## src/rtl/led_timed_blink_controller_top_defines.svh

```systemverilog
// Assertion macros for the LED timed blink controller.
// Used by led_timed_blink_controller_top; expects clk and arst_n in scope.
`ifndef LED_TIMED_BLINK_CONTROLLER_TOP_DEFINES_SVH
`define LED_TIMED_BLINK_CONTROLLER_TOP_DEFINES_SVH

// check a property on every rising clock edge outside reset
`define LTBC_ASSERT(label, prop, msg) \
	label: assert property (@(posedge clk) disable iff (!arst_n) prop) else $error(msg);

// check that a condition in one cycle implies another in the next
`define LTBC_ASSERT_NEXT(label, cond, prop, msg) \
	label: assert property (@(posedge clk) disable iff (!arst_n) (cond) |=> (prop)) else $error(msg);

`endif

```

## src/rtl/ltbc_pkg.sv

```systemverilog
// Shared types and constants of the LED timed blink controller.
// No dependencies.
`default_nettype none

package ltbc_pkg;

	localparam int LED_COUNT_DEF = 16;
	localparam int RESULT_CAP    = 16;
	localparam int CNT_W         = $clog2(RESULT_CAP + 1);

	localparam logic [1:0] REQ_SET   = 2'd0;
	localparam logic [1:0] REQ_TIMED = 2'd1;
	localparam logic [1:0] REQ_TICK  = 2'd2;

	localparam logic [1:0] CFG_ALL_CODE  = 2'd0;
	localparam logic [1:0] CFG_MAX_LEVEL = 2'd1;
	localparam logic [1:0] CFG_OFF_LEVEL = 2'd2;

	typedef enum logic [1:0] {
		ST_IDLE,
		ST_SWEEP,
		ST_FLUSH
	} ltbc_state_t;

	typedef enum logic [1:0] {
		KIND_SET,
		KIND_LOAD,
		KIND_TICK
	} ltbc_kind_t;

	typedef struct packed {
		logic       blink;
		logic [7:0] on_count;
		logic [7:0] on_reload;
		logic [7:0] off_count;
		logic [7:0] off_reload;
		logic [7:0] saved_level;
	} ltbc_entry_t;

	typedef struct packed {
		logic       all_leds;
		logic [3:0] led_index;
		logic [7:0] level_res;
	} ltbc_res_t;

endpackage

`default_nettype wire

```

## src/rtl/ltbc_ram.sv

```systemverilog
// Generic single-write, single-read synchronous RAM with registered read.
// No dependencies.
`default_nettype none

module ltbc_ram #(
	parameter int WIDTH = 8,
	parameter int DEPTH = 16,
	localparam int AW = (DEPTH > 1) ? $clog2(DEPTH) : 1
) (
	input  wire logic             clk,
	input  wire logic             we,
	input  wire logic [AW-1:0]    waddr,
	input  wire logic [WIDTH-1:0] wdata,
	input  wire logic [AW-1:0]    raddr,
	output logic      [WIDTH-1:0] rdata
);

	logic [WIDTH-1:0] mem [DEPTH];

	always_ff @(posedge clk) begin
		if (we) begin
			mem[waddr] <= wdata;
		end
		rdata <= mem[raddr];
	end

endmodule

`default_nettype wire

```

## src/rtl/led_timed_blink_controller_top.sv

```systemverilog
// Top level of the LED timed blink controller: command decode, per-LED timer sweep.
// Depends on ltbc_pkg, ltbc_ram and led_timed_blink_controller_top_defines.svh.
`default_nettype none

// The per-LED timer state lives in one RAM, one entry per LED, visited one entry per
// cycle by a read-modify-write sweep unless stalled. A tick or a timed command for all
// LEDs sweeps every entry, any other command one entry; the sweep stalls on a new word
// while one waits behind a word held at the output. Items are taken only between sweeps,
// while a finished word may still wait at the output. Valid bits per entry, cleared by
// reset, make untouched entries read as zero: there is no clearing pass after reset.
// Results leave one word per command, for a tick one per level change up to RESULT_CAP; tlast on the last.
`include "led_timed_blink_controller_top_defines.svh"

module led_timed_blink_controller_top import ltbc_pkg::*; #(
	parameter int LED_COUNT = LED_COUNT_DEF
) (
	input  wire logic        clk,
	input  wire logic        arst_n,
	input  wire logic        s_axis_tvalid,
	output logic             s_axis_tready,
	input  wire logic [31:0] s_axis_tdata,  // position, level, on_time, off_time
	input  wire logic [1:0]  s_axis_tuser,  // req_type
	output logic             m_axis_tvalid,
	input  wire logic        m_axis_tready,
	output logic      [15:0] m_axis_tdata,  // led_index, level_res, zero fill
	output logic             m_axis_tuser,  // all_leds
	output logic             m_axis_tlast,  // last
	input  wire logic        cfg_valid,
	output logic             cfg_ready,
	input  wire logic [1:0]  cfg_index,
	input  wire logic [7:0]  cfg_data
);

	localparam int IW = (LED_COUNT > 1) ? $clog2(LED_COUNT) : 1;
	localparam logic [IW-1:0] LAST_IDX = IW'(LED_COUNT - 1);

	ltbc_state_t state_q, state_d;

	logic [7:0] all_code_q, max_level_q, off_level_q;

	logic [1:0] req_type;
	logic [7:0] position, level, on_time, off_time;
	logic       in_acc, pos_all, pos_ok, start_sweep, load_all;
	logic [7:0] pos_m1, set_level;
	logic [IW-1:0] pos_idx, start_idx;

	ltbc_kind_t kind_q;
	logic [7:0] lvl_q, ont_q, offt_q;
	logic       all_q;
	logic [IW-1:0] rd_idx_q, end_q, idx_s1;
	logic       rd_done_q, first_q, first_s1, s1_valid_q;
	logic [CNT_W-1:0] cnt_q;
	logic [LED_COUNT-1:0] valid_q;

	ltbc_entry_t ram_rdata, ent, nxt;
	logic [7:0]  oc, fc, val;
	logic        wrote, gen, stall, adv, ram_we, out_free, push;
	logic [IW-1:0] ram_raddr;

	ltbc_res_t new_res, pend_q, out_q;
	logic      pend_valid_q, out_valid_q, out_last_q;

	assign req_type = s_axis_tuser;
	assign position = s_axis_tdata[7:0];
	assign level    = s_axis_tdata[15:8];
	assign on_time  = s_axis_tdata[23:16];
	assign off_time = s_axis_tdata[31:24];

	assign in_acc    = s_axis_tvalid && s_axis_tready;
	assign pos_all   = (position == all_code_q);
	assign pos_m1    = position - 8'd1;
	assign pos_ok    = (pos_m1 < 8'(LED_COUNT));
	assign pos_idx   = pos_all ? '0 : pos_m1[IW-1:0];
	assign set_level = (level >= max_level_q) ? max_level_q : level;
	assign load_all  = (req_type == REQ_TICK) || ((req_type == REQ_TIMED) && pos_all);
	assign start_idx = load_all ? '0 : pos_idx;
	assign start_sweep = in_acc && ((req_type == REQ_TICK) ||
		(((req_type == REQ_SET) || (req_type == REQ_TIMED)) && (pos_all || pos_ok)));

	ltbc_ram #(
		.WIDTH($bits(ltbc_entry_t)),
		.DEPTH(LED_COUNT)
	) u_state_ram (
		.clk  (clk),
		.we   (ram_we),
		.waddr(idx_s1),
		.wdata(nxt),
		.raddr(ram_raddr),
		.rdata(ram_rdata)
	);

	assign ent = valid_q[idx_s1] ? ram_rdata : '0;

	always_comb begin
		oc    = ent.on_count;
		fc    = ent.off_count;
		val   = '0;
		wrote = 1'b0;
		if (ent.on_count != 8'd0) begin
			oc = ent.on_count - 8'd1;
			if (oc == 8'd0) begin
				val   = off_level_q;
				wrote = 1'b1;
				if (ent.blink) begin
					fc = ent.off_reload;
				end
			end
		end
		if (ent.blink && (oc == 8'd0) && (fc != 8'd0)) begin
			fc = fc - 8'd1;
			if (fc == 8'd0) begin
				val   = ent.saved_level;
				wrote = 1'b1;
				oc    = ent.on_reload;
			end
		end
	end

	always_comb begin
		nxt = ent;
		case (kind_q)
			KIND_TICK: begin
				nxt.on_count  = oc;
				nxt.off_count = fc;
			end
			KIND_LOAD: begin
				if (ont_q == 8'd0) begin
					nxt.blink = 1'b0;
				end else begin
					nxt.on_count    = ont_q;
					nxt.on_reload   = ont_q;
					nxt.saved_level = lvl_q;
					if (offt_q == 8'd0) begin
						nxt.blink = 1'b0;
					end else begin
						nxt.off_count  = offt_q;
						nxt.off_reload = offt_q;
						nxt.blink      = 1'b1;
					end
				end
			end
			default: begin
			end
		endcase
	end

	assign gen = s1_valid_q && ((kind_q == KIND_TICK) ?
		(wrote && (cnt_q < CNT_W'(RESULT_CAP))) : first_s1);
	assign new_res.all_leds  = all_q;
	assign new_res.led_index = all_q ? 4'd0 : 4'(idx_s1);
	assign new_res.level_res = (kind_q == KIND_TICK) ? val : lvl_q;

	assign out_free  = !out_valid_q || m_axis_tready;
	assign stall     = gen && pend_valid_q && !out_free;
	assign adv       = (state_q == ST_SWEEP) && !stall;
	assign ram_we    = adv && s1_valid_q && (kind_q != KIND_SET);
	assign ram_raddr = stall ? idx_s1 : rd_idx_q;
	assign push      = (adv && gen && pend_valid_q) ||
		((state_q == ST_FLUSH) && pend_valid_q && out_free);

	always_comb begin
		state_d = state_q;
		case (state_q)
			ST_IDLE: begin
				if (start_sweep) state_d = ST_SWEEP;
			end
			ST_SWEEP: begin
				if (rd_done_q && !s1_valid_q) state_d = ST_FLUSH;
			end
			ST_FLUSH: begin
				if (!pend_valid_q || out_free) state_d = ST_IDLE;
			end
			default: state_d = ST_IDLE;
		endcase
	end

	always_comb begin
		s_axis_tready = (state_q == ST_IDLE);
		cfg_ready     = 1'b1;
		m_axis_tvalid = out_valid_q;
		m_axis_tdata  = {4'd0, out_q.level_res, out_q.led_index};
		m_axis_tuser  = out_q.all_leds;
		m_axis_tlast  = out_last_q;
	end

	always_ff @(posedge clk or negedge arst_n) begin
		if (!arst_n) begin
			state_q      <= ST_IDLE;
			all_code_q   <= 8'd255;
			max_level_q  <= 8'd248;
			off_level_q  <= 8'd0;
			rd_done_q    <= 1'b1;
			first_q      <= 1'b0;
			s1_valid_q   <= 1'b0;
			cnt_q        <= '0;
			valid_q      <= '0;
			pend_valid_q <= 1'b0;
			out_valid_q  <= 1'b0;
		end else begin
			state_q <= state_d;
			if (cfg_valid && cfg_ready) begin
				case (cfg_index)
					CFG_ALL_CODE:  all_code_q  <= cfg_data;
					CFG_MAX_LEVEL: max_level_q <= cfg_data;
					CFG_OFF_LEVEL: off_level_q <= cfg_data;
					default: begin
					end
				endcase
			end
			if ((state_q == ST_IDLE) && start_sweep) begin
				rd_done_q  <= 1'b0;
				first_q    <= 1'b1;
				s1_valid_q <= 1'b0;
				cnt_q      <= '0;
			end
			if (adv) begin
				s1_valid_q <= !rd_done_q;
				if (!rd_done_q) begin
					first_q <= 1'b0;
					if (rd_idx_q == end_q) rd_done_q <= 1'b1;
				end
				if (gen) begin
					pend_valid_q <= 1'b1;
					if (kind_q == KIND_TICK) cnt_q <= cnt_q + CNT_W'(1);
				end
			end
			if (ram_we) begin
				valid_q[idx_s1] <= 1'b1;
			end
			if ((state_q == ST_FLUSH) && pend_valid_q && out_free) begin
				pend_valid_q <= 1'b0;
			end
			out_valid_q <= push || (out_valid_q && !m_axis_tready);
		end
	end

	always_ff @(posedge clk) begin
		if ((state_q == ST_IDLE) && start_sweep) begin
			kind_q   <= (req_type == REQ_TICK) ? KIND_TICK :
				((req_type == REQ_SET) ? KIND_SET : KIND_LOAD);
			lvl_q    <= (req_type == REQ_SET) ? set_level : level;
			ont_q    <= on_time;
			offt_q   <= off_time;
			all_q    <= (req_type != REQ_TICK) && pos_all;
			rd_idx_q <= start_idx;
			end_q    <= load_all ? LAST_IDX : start_idx;
		end
		if (adv && !rd_done_q) begin
			idx_s1   <= rd_idx_q;
			first_s1 <= first_q;
			if (rd_idx_q != end_q) rd_idx_q <= rd_idx_q + IW'(1);
		end
		if (adv && gen) begin
			pend_q <= new_res;
		end
		if (push) begin
			out_q      <= pend_q;
			out_last_q <= (state_q == ST_FLUSH);
		end
	end

	`LTBC_ASSERT(a_idle_no_stage, s_axis_tready |-> !s1_valid_q && !pend_valid_q, "input taken during sweep")
	`LTBC_ASSERT(a_stall_cause, stall |-> out_valid_q && !m_axis_tready, "sweep stalled with free output")
	`LTBC_ASSERT_NEXT(a_busy_after_start, start_sweep, !s_axis_tready && !s1_valid_q, "sweep start missed")
	`LTBC_ASSERT(a_cap, cnt_q <= CNT_W'(RESULT_CAP), "tick result count over cap")

endmodule

`default_nettype wire
```

## config.mk

```make
export PLATFORM = sky130hd
export DESIGN_NAME = led_timed_blink_controller_top
export DESIGN_NICKNAME = d
export VERILOG_FILES = /design/src/rtl/ltbc_pkg.sv /design/src/rtl/ltbc_ram.sv /design/src/rtl/led_timed_blink_controller_top.sv
export VERILOG_INCLUDE_DIRS = /design/src /design/src/rtl
export SDC_FILE = /design/constraint.sdc
export NUM_CORES = 1
export LEC_CHECK = 0
export ABC_CLOCK_PERIOD_IN_PS = 15650
export BUFFER_PORTS_ARGS = -buffer_cell sky130_fd_sc_hd__buf_2
export CELL_PAD_IN_SITES_DETAIL_PLACEMENT = 0
export CELL_PAD_IN_SITES_GLOBAL_PLACEMENT = 1
export CORE_ASPECT_RATIO = 0.9
export CORE_MARGIN = 2
export CORE_UTILIZATION = 47
export CTS_BUF_LIST = sky130_fd_sc_hd__clkbuf_16
export CTS_CLUSTER_DIAMETER = 100
export CTS_CLUSTER_SIZE = 10
export DETAILED_ROUTE_END_ITERATION = 8
export PLACE_DENSITY = 0.81
export SYNTH_ARGS = -nofsm -noshare
export SYNTH_HDL_FRONTEND = slang
export SYNTH_HIERARCHICAL = 1
export SYNTH_SLANG_ARGS = --single-unit
```

## constraint.sdc

```tcl
create_clock -name clk -period 15.65 [get_ports clk]
set_input_delay 2.3475 -clock clk [delete_from_list [all_inputs] [get_ports clk]]
set_output_delay 2.3475 -clock clk [all_outputs]
set_load 0.01 [all_outputs]
```

Word level (Yosys, flattened, before mapping)
Memory sizes are Yosys's and may differ from the RTL's. A register that Yosys moved wholly into a read port is not among the register bits.
Index checks and enable logic that the tools add are counted.
Word-level totals
  memories: 1
  memory bits (read-only): 0
  bits of input ports: 49
  memory bits (writable): 656
  word-level logic and storage cells: 173
  latch bits: 0
  bits in registers: 119
  output and inout port bits: 21
Memories
  u_state_ram.mem: words 16, width 41, read ports 1, clocked after memory_dff 1, wr ports 1, line ltbc_ram.sv:18  | logic [WIDTH-1:0] mem [DEPTH];
Cells by class
  divide/modulo/power cells: 0
  reductions and logical operators: 57
  $add $sub $neg: 5
  muxes and demuxes: 62
  magnitude comparators: 5
  bitwise operators: 1
  shifts and indexed selects: 0
  equality and inequality tests: 15
  $mul: 0
Operator list (count)
  $mux W8: 15
  $mux W41: 1
  $logic_not A8 Y1: 5
  $mux W40: 1
  $mux W16: 2
  $pmux W8 S2: 2
  $mux W1: 25
  $mux W4: 6
  $sub A8 B1 Y8 const B: 3
  $logic_and A1 B1 Y1: 23
  $mux W5: 4
  $or A16 B16 Y16: 1
  $reduce_bool A8 Y1: 2
  $eq A2 B1 Y1 const B: 4
  $eq A2 B2 Y1 const B: 4
  $eq A8 B8 Y1: 1
  $ge A8 B8 Y1: 1
  $logic_or A1 B1 Y1: 8
  $lt A8 B5 Y1 const B: 1
  $reduce_and A2 Y1: 4
  $reduce_bool A2 Y1: 4
  $logic_not A1 Y1: 7
  $logic_not A2 Y1: 3
  $mux W2: 3
  other kinds (13): 15

Depth between registers and ports, before layout
  depth after elaboration: 22
  depth in mapped cells: 28
  gate-level depth less buffers: 22

Cells and area by module
The synthesis kept the hierarchy.
By module, submodules not included
  ltbc_ram: area each 25369.3 um2, times used 1, cells each 1066, seq. area each 20519.7 um2
  led_timed_blink_controller_top: area each 6959.2 um2, times used 1, cells each 661, seq. area each 3290.7 um2

Least setup slack after synthesis
No wires, ideal clock.
  path type: flip-flop to flip-flop
  from: register idx_s1[2]
  to: memory u_state_ram/mem[0][0] (netlist name) (enable)
  clock period less this slack: 8982 ps
  data required time: 15160 ps
  library setup time: 490 ps
  buffers on the path: 4
  stages on the path, launching flop included: 24
  slack: 6668 ps
  arrival: 8492 ps
  path through: edfxtp_1 > clkbuf_1 > buf_1 > mux2i_1 > nand2_1 > a32o_1 > clkbuf_1 > nand2_1 > ha_1 > inv_1 > o311a_1 > and4_4 > nand4_1 > mux2_2 > nand2_1 > ha_1 > inv_1 > a221oi_2 > nor4_4 > o31a_4 > nor4b_4 > buf_2 > or3b_2 > nor3_1
On the way
  longest elaborated chain between the ends: 22
  elaborated cells on any way between the ends: 31
  those cells by class: 2 x add/sub; 14 x mux; 15 x reduce/logical
Ends and longest elaborated chain
  from (decl): line led_timed_blink_controller_top.sv:50  | logic [IW-1:0] rd_idx_q, end_q, idx_s1;
  from (signal assigned): line led_timed_blink_controller_top.sv:249  | idx_s1 <= rd_idx_q;
  $bmux W1 S4 (*): line led_timed_blink_controller_top.sv:92  | assign ent = valid_q[idx_s1] ? ram_rdata : '0;
  $mux W1 (not written as such) (*): line led_timed_blink_controller_top.sv:92
  $mux W41 (*): line led_timed_blink_controller_top.sv:92
  $sub A8 B1 Y8: line led_timed_blink_controller_top.sv:100  | oc = ent.on_count - 8'd1;
  $logic_not A8 Y1: line led_timed_blink_controller_top.sv:101  | if (oc == 8'd0) begin
  $mux W8: line led_timed_blink_controller_top.sv:101
  $mux W8: line led_timed_blink_controller_top.sv:99  | if (ent.on_count != 8'd0) begin
  $sub A8 B1 Y8: line led_timed_blink_controller_top.sv:110  | fc = fc - 8'd1;
  [... 5 more ...]
  $logic_and A1 B1 Y1 (*): line led_timed_blink_controller_top.sv:147  | assign gen = s1_valid_q && ((kind_q == KIND_TICK) ?
  $logic_and A1 B1 Y1 (*) (2 in a row): line led_timed_blink_controller_top.sv:154  | assign stall = gen && pend_valid_q && !out_free;
  $logic_not A1 Y1 (*): line led_timed_blink_controller_top.sv:155  | assign adv = (state_q == ST_SWEEP) && !stall;
  $logic_and A1 B1 Y1 (*): line led_timed_blink_controller_top.sv:155
  $logic_and A1 B1 Y1 (*) (2 in a row): line led_timed_blink_controller_top.sv:156  | assign ram_we = adv && s1_valid_q && (kind_q != KIND_SET);
  named net ram_we: line led_timed_blink_controller_top.sv:57  | logic wrote, gen, stall, adv, ram_we, out_free, push;
  $mux W1 (*): line ltbc_ram.sv:21  | if (we) begin
  $mux W1 (not written as such) (*): line ltbc_ram.sv:22  | mem[waddr] <= wdata;
  to (decl): line ltbc_ram.sv:18
Mark *: on every way through the listed nets, which the timed path passes. The rest lies on a longest branch. The select of a mux whose other input is x is not followed.

Worst setup path in the final report
  from: register idx_s1[0]
  to: memory u_state_ram/mem[13][14] (netlist name) (enable)
On the way
  longest elaborated chain between the ends: 22
  elaborated cells on any way between the ends: 31
  those cells by class: 2 x add/sub; 14 x mux; 15 x reduce/logical
Ends and longest elaborated chain (line)
  $bmux W1 S4: led_timed_blink_controller_top.sv:92
  $mux W1 (not written as such): led_timed_blink_controller_top.sv:92
  $mux W41: led_timed_blink_controller_top.sv:92
  $sub A8 B1 Y8: led_timed_blink_controller_top.sv:100
  $logic_not A8 Y1: led_timed_blink_controller_top.sv:101
  $mux W8: led_timed_blink_controller_top.sv:101
  $mux W8: led_timed_blink_controller_top.sv:99
  $sub A8 B1 Y8: led_timed_blink_controller_top.sv:110
  [... 4 more ...]
  $mux W1: led_timed_blink_controller_top.sv:147
  $logic_and A1 B1 Y1: led_timed_blink_controller_top.sv:147
  $logic_and A1 B1 Y1 (2 in a row): led_timed_blink_controller_top.sv:154
  $logic_not A1 Y1: led_timed_blink_controller_top.sv:155
  $logic_and A1 B1 Y1: led_timed_blink_controller_top.sv:155
  $logic_and A1 B1 Y1 (2 in a row): led_timed_blink_controller_top.sv:156
  $mux W1: ltbc_ram.sv:21
  $mux W1 (not written as such): ltbc_ram.sv:22
Several ways; a longest one is shown, not always the timed one. The select of a mux whose other input is x is not followed.

==> results.sh <==
export IMPL_skew_ns=0.02683
export IMPL_grt_pass1_vias=17404
export IMPL_start_util_pct=47.32
export IMPL_die_h_um=252.8
export IMPL_setup_viol=0
export IMPL_io_buffers=64
export IMPL_ys_seq_area_share_pct=73.65
export IMPL_yosysTopAreaCell="edfxtp_1"
export IMPL_cp_end_kind="flop"
export IMPL_clock_root_buffer="clkbuf_16"
export IMPL_post_place_ws_ns=6.892
export IMPL_finalSetupTns_ns=0
export IMPL_clk_latency_ns=0.64
export IMPL_grt_pass1_wl_mm=110.0
export IMPL_dpl_instance_area_um2=33810
export IMPL_placementRows=91
export IMPL_cts_sinks=816
export IMPL_hold_class="flop to flop"
export IMPL_final_max_slew_violation_count=0
export IMPL_final_area_um2=36420
export IMPL_synthTopCellsByCount="719 x edfxtp_1, 166 x mux4_2, 101 x nand2_1"
export IMPL_relSlewSlack_pct=19.27
export IMPL_grt_total_usage_pct=20.95
export IMPL_fin_crit_ns=8.861
export IMPL_yosysUniqueCellTypes=74
export IMPL_crit_arrival_ns=9.15
export IMPL_viasPerCell=6.106
export IMPL_antenna_cells=0
export IMPL_cts_tree="yes"
export IMPL_post_route_period_util_pct=56.62
export IMPL_post_cts_buffers=0
export IMPL_power_density_nw_per_um2=184.9
export IMPL_clkSlewWorstSetupHoldPaths_ns=0.06
export IMPL_required_ns=15.94
export IMPL_status="finished, final reports clean"
export IMPL_synth_edf_count=719
export IMPL_syn_area_um2=32330
export IMPL_layout_nets=1902
export IMPL_worstPathMaxFanout=44
export IMPL_num_io_pins=70
export IMPL_overflow=0
export IMPL_via_count=17017
export IMPL_fin_cells=2787
export IMPL_drtIter0Drc=1762
export IMPL_drive_above_1_share_pct=24.68
export IMPL_route_detailed_drc=0
export IMPL_syn_inst=1727
export IMPL_cts_resized_gates=0
export IMPL_hold_slack_ns=0.4181
export IMPL_grt_max_degree=91
export IMPL_hold_buffers=0
export IMPL_utilization_pct=53.31
export IMPL_path_class="flop to flop"
export IMPL_async_reset_ff_share_pct=6.373
export IMPL_fmax_mhz=112.9
export IMPL_cts_buffer_depth=3
export IMPL_synth_seq_cells=816
export IMPL_ys_dominant_reg_cell="edfxtp_1"
export IMPL_worst_slack_ns=6.789
export IMPL_netlist_area_leader_share_pct=66.79
export IMPL_dpl_hpwl_mm=38.21
export IMPL_hold_viol=0
export IMPL_dieArea_um2=70900
export IMPL_synth_most_common_cell="edfxtp_1"
export IMPL_place_congestion=0.8399
export IMPL_cts_buffers=91
export IMPL_avgSynthCellArea_um2=18.72
export IMPL_antenna_found_initial=0
export IMPL_dr_pass1_iters=7
export IMPL_ys_warn_count=6
export IMPL_placedCellCount=2625
export IMPL_fp_dieW_um=280.5
export IMPL_ir_drop_uv=120.5
export IMPL_area_delta_synth_final_pct=12.66
export IMPL_leakage_nw=12.43
export IMPL_power_mw=6.734
export IMPL_wl_per_cell_um=26.10
export IMPL_ant_nets=0
export IMPL_core_um2=68320
export IMPL_rsz0062_at_grt="no"
export IMPL_tightestPinTransition_ns=1.211
export IMPL_cts_max_level=3
export IMPL_wl_mm=72.73
export IMPL_ys_top_cells_by_area="edfxtp_1 67%, mux4_2 12%, dfrtp_1 2.9%, dfxtp_1 2.8%, a22oi_1 2.1%"
export IMPL_max_cap_violations=0
export IMPL_cp_start_kind="flop"
## layout by cell type (no fill, tap or decap), drive strengths merged, types with 5 or more instances in the layout
master | synthesis | routed
ha | 18 | 18
nand4 | 7 | 7
a31oi | 10 | 10
or4 | 11 | 11
mux4 | 166 | 166
edfxtp | 719 | 719
a22o | 28 | 28
a41o | 7 | 7
dfxtp | 45 | 45
nor2 | 65 | 65
xnor2 | 14 | 14
buf | 47 | 103
mux2i | 13 | 13
o211ai | 6 | 6
conb | 2 | 5
nand2b | 9 | 9
nor4 | 9 | 9
a31o | 11 | 11
nand2 | 101 | 101
and2 | 5 | 5
nand3 | 21 | 21
dfstp | 14 | 14
clkbuf | 44 | 91
or3 | 8 | 8
dfrtp | 38 | 38
o21a | 5 | 5
or2 | 5 | 5
xor2 | 9 | 9
inv | 24 | 92
a21o | 8 | 8
a21oi | 29 | 29
o21ai | 24 | 24
mux2 | 39 | 39
nor3 | 12 | 12
nor2b | 13 | 13
a22oi | 90 | 90
## logic make-up (layout without fill, tap and decap cells)
group | after synthesis | after routing | synth area share (%)
AOI/OAI and AO/OA | 253 | 253 | 5.794
muxes | 218 | 218 | 13.33
other | 2 | 5 | 0.02323
buffers and inverters | 115 | 289 | 1.575
adders and majority gates | 18 | 18 | 0.6967
DFF | 816 | 816 | 73.65
and+or+nand+nor | 282 | 282 | 4.311
xor gates and xnor gates | 23 | 23 | 0.6231
## state kept, by name, indices dropped and copies added, names as in the netlist, 2 cells and up
name	cells
all_code_q	8
cnt_q	5
end_q	4
idx_s1	4
kind_q	2
lvl_q	8
m_axis_tdata	12
max_level_q	8
off_level_q	8
offt_q	8
ont_q	8
pend_q	13
rd_idx_q	4
state_q	2
u_state_ram/mem	656
u_state_ram/rdata	41
valid_q	16
## critical path, cell delays in order, from the launching register on
cell       delay, ns
edfxtp_1        0.83
mux4_2          0.60
a2bb2oi_1       0.16
a32o_2          0.27
buf_4           0.27
nand2_1         0.20
ha_1            0.31
inv_1           0.16
o311a_1         0.39
and4_4          0.22
nand4_1         0.22
mux2_2          0.37
nand2_1         0.12
ha_1            0.27
inv_1           0.11
a221oi_2        0.34
nor4_4          0.07
buf_4           0.24
o31a_4          0.48
nor4b_4         0.87
nand3_1         0.48
nor2_4          0.95
buf_4           0.48
## power by group
| part | total [mW] | switching, mW | internal (mW) |
|---|---|---|---|
| clock | 1.87 | 0.809 | 1.06 |
| combinational | 1.84 | 1.10 | 0.742 |
| sequential | 3.02 | 0.175 | 2.84 |
## area by class of cell
class	instances	area (um^2)
timing repair buffer	103	613.1
tap	883	1105
sequential	816	23810
inverter	24	90.09
multi-input combinational	799	8188
clock inverter	71	337.8
fill	5289	31890
clock buffer	91	2277
## final timing paths
path | from | end | slack, ns | cells past startpoint
min | pend_q[3] | m_axis_tdata[7] | 0.42 | 0
min reg2reg | pend_q[3] | m_axis_tdata[7] | 0.42 | 0
max | idx_s1[0] | u_state_ram/mem[13][14] | 6.79 | 22
max in group asynchronous | arst_n | off_level_q[4] | 13.35 | 2
min in group asynchronous | arst_n | cnt_q[1] | 1.84 | 2
max reg2reg | idx_s1[0] | u_state_ram/mem[13][14] | 6.79 | 22
## metal layers
metal	up-vias	track usage (%)	wire length, um
li1	7253	-	-
met1	8899	29.58	30570
met2	746	33.55	34920
met3	119	4.217	5763
met4	0	5.623	1484
met5	-	0	0
Note: power is estimated with default switching activity, not from simulation.
